## src/hw/rtl/stmr_pkg.sv

```systemverilog
package stmr_pkg;

    localparam int DEF_NUM_SLOTS = 16;
    localparam int DEF_TIME_BITS = 32;

    localparam int SLOT_W      = 4;
    localparam int PERIOD_W    = 24;
    localparam int TAG_W       = 32;
    localparam int FIRE_TIME_W = 32;

    localparam int S_TDATA_W = 64;
    localparam int S_TUSER_W = 2;
    localparam int M_TDATA_W = 72;
    localparam int M_TUSER_W = 3;
    localparam int M_PAD_W   = M_TDATA_W - (SLOT_W + TAG_W + FIRE_TIME_W + 1);

    typedef enum logic [1:0] {
        OP_TICK   = 2'd0,
        OP_ARM    = 2'd1,
        OP_CANCEL = 2'd2,
        OP_CLEAR  = 2'd3
    } op_t;

    typedef enum logic [2:0] {
        KIND_FIRED     = 3'd0,
        KIND_ARMED     = 3'd1,
        KIND_CANCELLED = 3'd2,
        KIND_REJECTED  = 3'd3,
        KIND_CLEARED   = 3'd4
    } kind_t;

    typedef enum logic [1:0] {
        ALU_INC      = 2'd0,
        ALU_PERIOD   = 2'd1,
        ALU_INTERVAL = 2'd2
    } alu_sel_t;

    typedef enum logic [2:0] {
        ST_IDLE  = 3'd0,
        ST_ARM   = 3'd1,
        ST_TICK  = 3'd2,
        ST_SCAN  = 3'd3,
        ST_FLUSH = 3'd4
    } state_t;

    typedef struct packed {
        kind_t                  kind;
        logic [SLOT_W-1:0]      slot;
        logic [TAG_W-1:0]       tag;
        logic [FIRE_TIME_W-1:0] fire_time;
        logic                   once;
    } res_t;

endpackage

```

## src/hw/rtl/multi_slot_software_timer_unit.sv

```systemverilog
// Multi-slot tick timer.
// Input stream s_axis: one beat per request; tuser carries the opcode (tick, arm,
// cancel, clear), tdata the slot, period, one-shot flag and tag.
// Output stream m_axis: one beat per result; tuser carries the result kind, tlast
// marks the final beat caused by a request.
// Cancel, clear and a rejected arm answer with a single beat by way of ST_FLUSH,
// an accepted arm by way of ST_ARM and then ST_FLUSH, and s_axis_tready rises again
// once that beat is in the output register.
// A tick runs ST_TICK, ST_SCAN and, if any slot fires, ST_FLUSH: ST_TICK advances
// the counter, then, unless the output stalls, one slot per cycle is read from the
// slot memory and compared against the new count by the single adder/comparator,
// which also computes the re-arm deadline; ST_FLUSH hands over the last fired beat.
// Fired slots come out in ascending slot order; none when nothing is due.
// s_axis_tready is low while a request is being worked on.
// When m_axis_tready is held low the scan holds on the next due slot and the
// request side stays stalled until the beat ahead has been taken.
// Reset clears the counter and disarms every slot; slot contents are
// undefined until armed and need no clearing pass.
module multi_slot_software_timer_unit
    import stmr_pkg::*;
#(
    parameter int NUM_SLOTS = DEF_NUM_SLOTS,
    parameter int TIME_BITS = DEF_TIME_BITS
)
(
    input  logic                 clk,
    input  logic                 rst_n,
    input  logic                 s_axis_tvalid,
    output logic                 s_axis_tready,
    // slot[3:0], period[27:4], one_shot[28], tag[60:29], zero[63:61]
    input  logic [S_TDATA_W-1:0] s_axis_tdata,
    // opcode[1:0]
    input  logic [S_TUSER_W-1:0] s_axis_tuser,
    output logic                 m_axis_tvalid,
    input  logic                 m_axis_tready,
    // slot_out[3:0], tag_out[35:4], fire_time[67:36], was_one_shot[68], zero[71:69]
    output logic [M_TDATA_W-1:0] m_axis_tdata,
    // kind[2:0]
    output logic [M_TUSER_W-1:0] m_axis_tuser,
    output logic                 m_axis_tlast
);

    localparam int IDX_W   = (NUM_SLOTS > 1) ? $clog2(NUM_SLOTS) : 1;
    localparam int ENTRY_W = TIME_BITS + PERIOD_W + 1 + TAG_W;

    state_t               state_reg, state_next;
    logic [TIME_BITS-1:0] now_reg, now_next;
    logic [NUM_SLOTS-1:0] armed_reg, armed_next;
    logic [IDX_W-1:0]     idx_reg, idx_next;
    logic                 pend_valid_reg, pend_valid_next;
    res_t                 pend_reg, pend_next;

    logic [SLOT_W-1:0]    slot_reg;
    logic [PERIOD_W-1:0]  period_reg;
    logic                 once_reg;
    logic [TAG_W-1:0]     tag_reg;

    logic                 m_valid_reg;
    res_t                 out_reg, out_next;
    logic                 out_last_reg, out_last_next;
    logic                 out_load;
    logic                 out_free;

    op_t                  in_op;
    logic [SLOT_W-1:0]    in_slot;
    logic [PERIOD_W-1:0]  in_period;
    logic                 in_once;
    logic [TAG_W-1:0]     in_tag;
    logic                 in_bad;
    logic                 in_load;

    alu_sel_t             alu_sel;
    logic [TIME_BITS-1:0] alu_sum;
    logic                 alu_due;

    logic                 ram_we;
    logic [IDX_W-1:0]     ram_waddr;
    logic [ENTRY_W-1:0]   ram_wdata;
    logic [IDX_W-1:0]     ram_raddr;
    logic [ENTRY_W-1:0]   ram_rdata;

    logic [TAG_W-1:0]     rd_tag;
    logic                 rd_once;
    logic [PERIOD_W-1:0]  rd_interval;
    logic [TIME_BITS-1:0] rd_deadline;

    logic [IDX_W-1:0]     arm_idx;
    logic                 hit;
    logic                 scan_end;

    function automatic res_t make_ack(kind_t kind, logic [SLOT_W-1:0] slot,
                                      logic [FIRE_TIME_W-1:0] stamp);
        res_t r;
        r.kind      = kind;
        r.slot      = slot;
        r.tag       = '0;
        r.fire_time = stamp;
        r.once      = 1'b0;
        return r;
    endfunction

    assign in_op     = op_t'(s_axis_tuser);
    assign in_slot   = s_axis_tdata[SLOT_W-1:0];
    assign in_period = s_axis_tdata[SLOT_W +: PERIOD_W];
    assign in_once   = s_axis_tdata[SLOT_W + PERIOD_W];
    assign in_tag    = s_axis_tdata[SLOT_W + PERIOD_W + 1 +: TAG_W];
    assign in_bad    = (32'(in_slot) >= NUM_SLOTS);

    assign rd_tag      = ram_rdata[TAG_W-1:0];
    assign rd_once     = ram_rdata[TAG_W];
    assign rd_interval = ram_rdata[TAG_W + 1 +: PERIOD_W];
    assign rd_deadline = ram_rdata[TAG_W + 1 + PERIOD_W +: TIME_BITS];

    assign arm_idx  = IDX_W'(slot_reg);
    assign hit      = armed_reg[idx_reg] && alu_due;
    assign scan_end = (idx_reg == IDX_W'(NUM_SLOTS - 1));
    assign out_free = !m_valid_reg || m_axis_tready;

    assign s_axis_tready = (state_reg == ST_IDLE);

    stmr_alu #(
        .TIME_BITS (TIME_BITS)
    ) u_alu (
        .sel      (alu_sel),
        .now      (now_reg),
        .period   (period_reg),
        .interval (rd_interval),
        .deadline (rd_deadline),
        .sum      (alu_sum),
        .due      (alu_due)
    );

    stmr_ram #(
        .DEPTH (NUM_SLOTS),
        .WIDTH (ENTRY_W)
    ) u_ram (
        .clk   (clk),
        .we    (ram_we),
        .waddr (ram_waddr),
        .wdata (ram_wdata),
        .raddr (ram_raddr),
        .rdata (ram_rdata)
    );

    always_comb
    begin
        state_next      = state_reg;
        now_next        = now_reg;
        armed_next      = armed_reg;
        idx_next        = idx_reg;
        pend_valid_next = pend_valid_reg;
        pend_next       = pend_reg;
        in_load         = 1'b0;
        alu_sel         = ALU_INTERVAL;
        ram_we          = 1'b0;
        ram_waddr       = idx_reg;
        ram_wdata       = {alu_sum, rd_interval, rd_once, rd_tag};
        ram_raddr       = idx_reg;
        out_load        = 1'b0;
        out_next        = pend_reg;
        out_last_next   = 1'b1;

        unique case (state_reg)
            ST_IDLE:
            begin
                if (s_axis_tvalid)
                begin
                    in_load = 1'b1;
                    unique case (in_op)
                        OP_TICK:
                        begin
                            state_next = ST_TICK;
                        end
                        OP_ARM:
                        begin
                            if (in_period == '0 || in_bad)
                            begin
                                pend_next  = make_ack(KIND_REJECTED, in_slot,
                                                      FIRE_TIME_W'(now_reg));
                                state_next = ST_FLUSH;
                            end
                            else
                            begin
                                state_next = ST_ARM;
                            end
                        end
                        OP_CANCEL:
                        begin
                            if (in_bad)
                            begin
                                pend_next = make_ack(KIND_REJECTED, in_slot,
                                                     FIRE_TIME_W'(now_reg));
                            end
                            else
                            begin
                                armed_next[IDX_W'(in_slot)] = 1'b0;
                                pend_next = make_ack(KIND_CANCELLED, in_slot,
                                                     FIRE_TIME_W'(now_reg));
                            end
                            state_next = ST_FLUSH;
                        end
                        OP_CLEAR:
                        begin
                            armed_next = '0;
                            pend_next  = make_ack(KIND_CLEARED, '0, FIRE_TIME_W'(now_reg));
                            state_next = ST_FLUSH;
                        end
                    endcase
                end
            end
            ST_ARM:
            begin
                alu_sel             = ALU_PERIOD;
                ram_we              = 1'b1;
                ram_waddr           = arm_idx;
                ram_wdata           = {alu_sum, period_reg, once_reg, tag_reg};
                armed_next[arm_idx] = 1'b1;
                pend_next           = make_ack(KIND_ARMED, slot_reg, FIRE_TIME_W'(now_reg));
                state_next          = ST_FLUSH;
            end
            ST_TICK:
            begin
                alu_sel         = ALU_INC;
                now_next        = alu_sum;
                idx_next        = '0;
                ram_raddr       = '0;
                pend_valid_next = 1'b0;
                state_next      = ST_SCAN;
            end
            ST_SCAN:
            begin
                if (!(hit && pend_valid_reg && !out_free))
                begin
                    if (hit)
                    begin
                        if (pend_valid_reg)
                        begin
                            out_load      = 1'b1;
                            out_last_next = 1'b0;
                        end
                        pend_next.kind      = KIND_FIRED;
                        pend_next.slot      = SLOT_W'(idx_reg);
                        pend_next.tag       = rd_tag;
                        pend_next.fire_time = FIRE_TIME_W'(now_reg);
                        pend_next.once      = rd_once;
                        pend_valid_next     = 1'b1;
                        if (rd_once)
                        begin
                            armed_next[idx_reg] = 1'b0;
                        end
                        else
                        begin
                            ram_we = 1'b1;
                        end
                    end
                    if (scan_end)
                    begin
                        state_next = (hit || pend_valid_reg) ? ST_FLUSH : ST_IDLE;
                    end
                    else
                    begin
                        idx_next  = idx_reg + IDX_W'(1);
                        ram_raddr = idx_reg + IDX_W'(1);
                    end
                end
            end
            ST_FLUSH:
            begin
                if (out_free)
                begin
                    out_load   = 1'b1;
                    state_next = ST_IDLE;
                end
            end
            default:
            begin
                state_next = ST_IDLE;
            end
        endcase
    end

    always_ff @(posedge clk or negedge rst_n)
    begin
        if (!rst_n)
        begin
            state_reg      <= ST_IDLE;
            now_reg        <= '0;
            armed_reg      <= '0;
            idx_reg        <= '0;
            pend_valid_reg <= 1'b0;
            m_valid_reg    <= 1'b0;
        end
        else
        begin
            state_reg      <= state_next;
            now_reg        <= now_next;
            armed_reg      <= armed_next;
            idx_reg        <= idx_next;
            pend_valid_reg <= pend_valid_next;
            if (out_load)
            begin
                m_valid_reg <= 1'b1;
            end
            else if (m_axis_tready)
            begin
                m_valid_reg <= 1'b0;
            end
        end
    end

    always_ff @(posedge clk)
    begin
        pend_reg <= pend_next;
        if (in_load)
        begin
            slot_reg   <= in_slot;
            period_reg <= in_period;
            once_reg   <= in_once;
            tag_reg    <= in_tag;
        end
        if (out_load)
        begin
            out_reg      <= out_next;
            out_last_reg <= out_last_next;
        end
    end

    assign m_axis_tvalid = m_valid_reg;
    assign m_axis_tdata  = {{M_PAD_W{1'b0}}, out_reg.once, out_reg.fire_time,
                            out_reg.tag, out_reg.slot};
    assign m_axis_tuser  = out_reg.kind;
    assign m_axis_tlast  = out_last_reg;

endmodule

```

## src/hw/rtl/stmr_ram.sv

```systemverilog
module stmr_ram
    import stmr_pkg::*;
#(
    parameter int DEPTH = DEF_NUM_SLOTS,
    parameter int WIDTH = DEF_TIME_BITS + PERIOD_W + 1 + TAG_W,
    localparam int ADDR_W = (DEPTH > 1) ? $clog2(DEPTH) : 1
)
(
    input  logic              clk,
    input  logic              we,
    input  logic [ADDR_W-1:0] waddr,
    input  logic [WIDTH-1:0]  wdata,
    input  logic [ADDR_W-1:0] raddr,
    output logic [WIDTH-1:0]  rdata
);

    logic [WIDTH-1:0] mem [DEPTH];

    always_ff @(posedge clk)
    begin
        if (we)
        begin
            mem[waddr] <= wdata;
        end
        rdata <= mem[raddr];
    end

endmodule

```

## src/hw/rtl/stmr_alu.sv

```systemverilog
module stmr_alu
    import stmr_pkg::*;
#(
    parameter int TIME_BITS = DEF_TIME_BITS
)
(
    input  alu_sel_t             sel,
    input  logic [TIME_BITS-1:0] now,
    input  logic [PERIOD_W-1:0]  period,
    input  logic [PERIOD_W-1:0]  interval,
    input  logic [TIME_BITS-1:0] deadline,
    output logic [TIME_BITS-1:0] sum,
    output logic                 due
);

    logic [TIME_BITS-1:0] operand;

    always_comb
    begin
        unique case (sel)
            ALU_INC:      operand = TIME_BITS'(1);
            ALU_PERIOD:   operand = TIME_BITS'(period);
            ALU_INTERVAL: operand = TIME_BITS'(interval);
            default:      operand = '0;
        endcase
    end

    assign sum = now + operand;
    assign due = (deadline == now);

endmodule
```

## config.mk

```make
export PLATFORM = sky130hd
export DESIGN_NAME = multi_slot_software_timer_unit
export DESIGN_NICKNAME = d
export VERILOG_FILES = /design/src/hw/rtl/stmr_pkg.sv /design/src/hw/rtl/multi_slot_software_timer_unit.sv /design/src/hw/rtl/stmr_ram.sv /design/src/hw/rtl/stmr_alu.sv
export SDC_FILE = /design/constraint.sdc
export NUM_CORES = 2
export LEC_CHECK = 0
export ABC_CLOCK_PERIOD_IN_PS = 16100
export BUFFER_PORTS_ARGS = -buffer_cell sky130_fd_sc_hd__buf_2
export CORE_AREA = 2 2 351 491
export CTS_BUF_LIST = sky130_fd_sc_hd__clkbuf_4 sky130_fd_sc_hd__clkbuf_8
export DETAILED_ROUTE_END_ITERATION = 8
export DIE_AREA = 0 0 353 493
export GPL_ROUTABILITY_DRIVEN = 1
export SKIP_CTS_REPAIR_TIMING = 1
export SLEW_MARGIN = 20
export SYNTH_ARGS = -nofsm -noshare
export SYNTH_HDL_FRONTEND = slang
export SYNTH_HIERARCHICAL = 1
export SYNTH_SLANG_ARGS = --single-unit
```

## constraint.sdc

```tcl
create_clock -name clk -period 16.1 [get_ports clk]
set_input_delay 3.22 -clock clk [delete_from_list [all_inputs] [get_ports clk]]
set_output_delay 3.22 -clock clk [all_outputs]
set_load 0.05 [all_outputs]
```

==> metrics.txt <==
status finished clean; CP startpoint kind input pin; Worst Hold Class register to register; switching share of power 0.3278; Synth area leader edfxtp_1; Nets 3766; largest net degree at the start of global routing 90; Area Overhead vs Synth 13.79%; Filler Cell Count 14620; First-pass DRT Iterations 5; critical path's slowest cell mux2_8; Worst path max stage delay 0.87 ns; Sw Pwr 5366 uW; crit path kind input pin to register; Main synth FF type edfxtp_1; Initial Util 0.3973; commonest cells after routing, fill and taps aside edfxtp_1 (1630), mux4_2 (356), clkbuf_8 (327); Sequential cell area 52160 um^2; die footprint 174000 um^2; Crit Path Max Fanout 67; core area 169800 um^2; layout cells sized above 1 0.2975; RSZ-0062 raised after global routing no; Pwr Total 16370 uW; H-tree depth 5; largest cells by area after synthesis edfxtp_1 (73%), mux4_2 (12%), dfxtp_1 (2.6%), dfrtp_1 (2.1%), a22oi_1 (2.0%); achievable clock frequency 143.8 MHz; fin worst setup slack 9.146 ns; HPWL Detailed 85450 um; maxcap violations 0; CP Data Required Time 16.95 ns; share of the synthesized area in the top cell type 0.7258; Die H 493 um; critical-path cell list buf_2, nor2b_1, nand2_1, a21oi_2, nor2b_1, mux2_8, buf_4, buf_4, mux4_2, a22oi_1, nand2_1; final worst-path cycle share 0.4319; DR vias 33830; Setup-failing EPs final 0; worst skew pair latency 1.01 ns; static power due to leakage 0.02531 uW; Worst path depth 11; clock share of power 0.238; routed vias/inst 5.509; Worst Path Buf+Inv 3; Critical Path Sink Type register; Reg2Reg Depth 14; CP top delay family buffers and inverters; GRT Total Usage 0.1868; Largest register FFs 1424; GP Congestion 0.8030; root buf cell clkbuf_8; Clock Skew 0.06862 ns; I/O pin total 148; Logic pwr share 0.314; Final Hold Fails 0; WL/cell 26.58 um; Slew Limit Fails 0; Sink Count 1776; Hold Path Stages 0; Syn Inst Count 3340; Yosys cell types 62; die width 353 um; initial antenna violation count 10; number of synthesized register bits 1776; IO buf count 141; Longest Clk Path Bufs 4; residual DRC count 0; Initial DRC Count 3356; slew at the pin closest to its max-slew limit 1.138 ns; setup tns final 0 ns; Rows 179; Sequential Power Share 0.448; overflow left after global routing 0; cell area after synthesis 67440 um^2; Most flops, register u_ram/mem; CP arrival 7.80 ns; Post-DRT Antenna Nets 0; commonest non-fill, non-tap cell in the layout edfxtp_1; multi-input logic area 14690 um^2; register area share after synthesis 0.7733; vias in the first global route 35010; WL final 163200 um; CTS Buf Count 288; Clk pin slew, worst setup/hold paths 0.06 ns; warnings from Yosys 6; worst vdd ir 0.1461 mV; minimum clock period 6.954 ns; PD cells 213.3 nW/um^2; EDFF count, synth 1630; first-pass GRT wire length 237300 um; DP Worst Slack 8.010 ns; final design utilization 0.4520; CTS tree yes; slew margin rel. 0.2416; P_int 11000 uW; syn avg cell area 20.19 um^2; ys async rst share 0.03209
per-stage QoR:
step	cells	hold WS, ns	instance area (um^2)
2_1_floorplan	3342	0.4003	67450
3_3_place_gp	5638	0.4033	70820
3_5_place_dp	5638	0.4045	70850
4_1_cts	6136	0.3896	76590
5_1_grt	6138	0.3931	76740
6_report	6140	0.3866	76740
final timing paths:
kind / from / endpoint / slack, ns
worst max-delay path: m_axis_tready / u_ram/rdata[45] / 9.15
worst min-delay path: out_next[71] / m_axis_tuser[2] / 0.39
worst max register to register: now_reg[24] / u_ram/mem[3][57] / 9.34
worst min register to register: out_next[71] / m_axis_tuser[2] / 0.39
max in group asynchronous: rst_n / state_reg[1] / 12.95
min in group asynchronous: rst_n / armed_reg[13] / 2.43
cell type report:
cell class,count,share of cell area
Antenna cell,3,0.00009783
Clock buffer,439,0.06960
Clock inverter,59,0.005201
Inverter,16,0.0007989
Multi-Input combinational cell,1375,0.1915
Sequential cell,1776,0.6796
Tap cell,2262,0.03688
Timing Repair Buffer,210,0.01632
cells in the mapped netlist (5+ instances only):
cell      count
a21oi_1      83
buf_1        22
a21o_1        9
nand2_1     317
o21bai_1      5
edfxtp_1   1630
nor3_1       10
nand4_1      16
and2_1        6
xnor2_1      14
dfxtp_1      89
mux2_2       34
a22o_1       23
xor2_1       48
nor2_1       44
a21oi_2      11
mux4_2      356
and3_1       38
buf_2        31
nor4_1       14
a31oi_1       7
nand3_1      18
buf_4        21
inv_1        16
o21ai_0      29
a22oi_1     180
clkbuf_1     82
mux2i_1      12
ha_1         28
buf_6        19
nand2b_1      8
nor2b_1      21
dfrtp_1      57
kinds of logic after synthesis:
group / count (synthesis) / synth area share
simple gates: 507 / 0.03393
other cells: 1 / 0.00005560
xor+xnor: 62 / 0.008052
flops: 1776 / 0.7733
mux: 402 / 0.1263
fa+ha+maj: 29 / 0.005492
compound gates: 372 / 0.03831
buf+inv: 191 / 0.01449
power by group through the flow:
stage	registers [uW]	logic [uW]	clock network (uW)
4_1_cts	7350	5150	4000
2_1_floorplan	7440	3560	0
6_report	7340	5130	3900
5_1_grt	7390	5600	4200
3_5_place_dp	7440	5140	0
3_3_place_gp	7430	5000	0
routing by layer:
| metal | routed length, um | up-vias | GRT usage |
|---|---|---|---|
| met4 | 3273 | 4 | 0.05204 |
| met5 | 25 | - | 0 |
| met1 | 68970 | 17990 | 0.2583 |
| met3 | 11340 | 234 | 0.03431 |
| met2 | 79580 | 1331 | 0.3049 |
| li1 | - | 14260 | - |
Note: power is estimated with default switching activity, not from simulation.
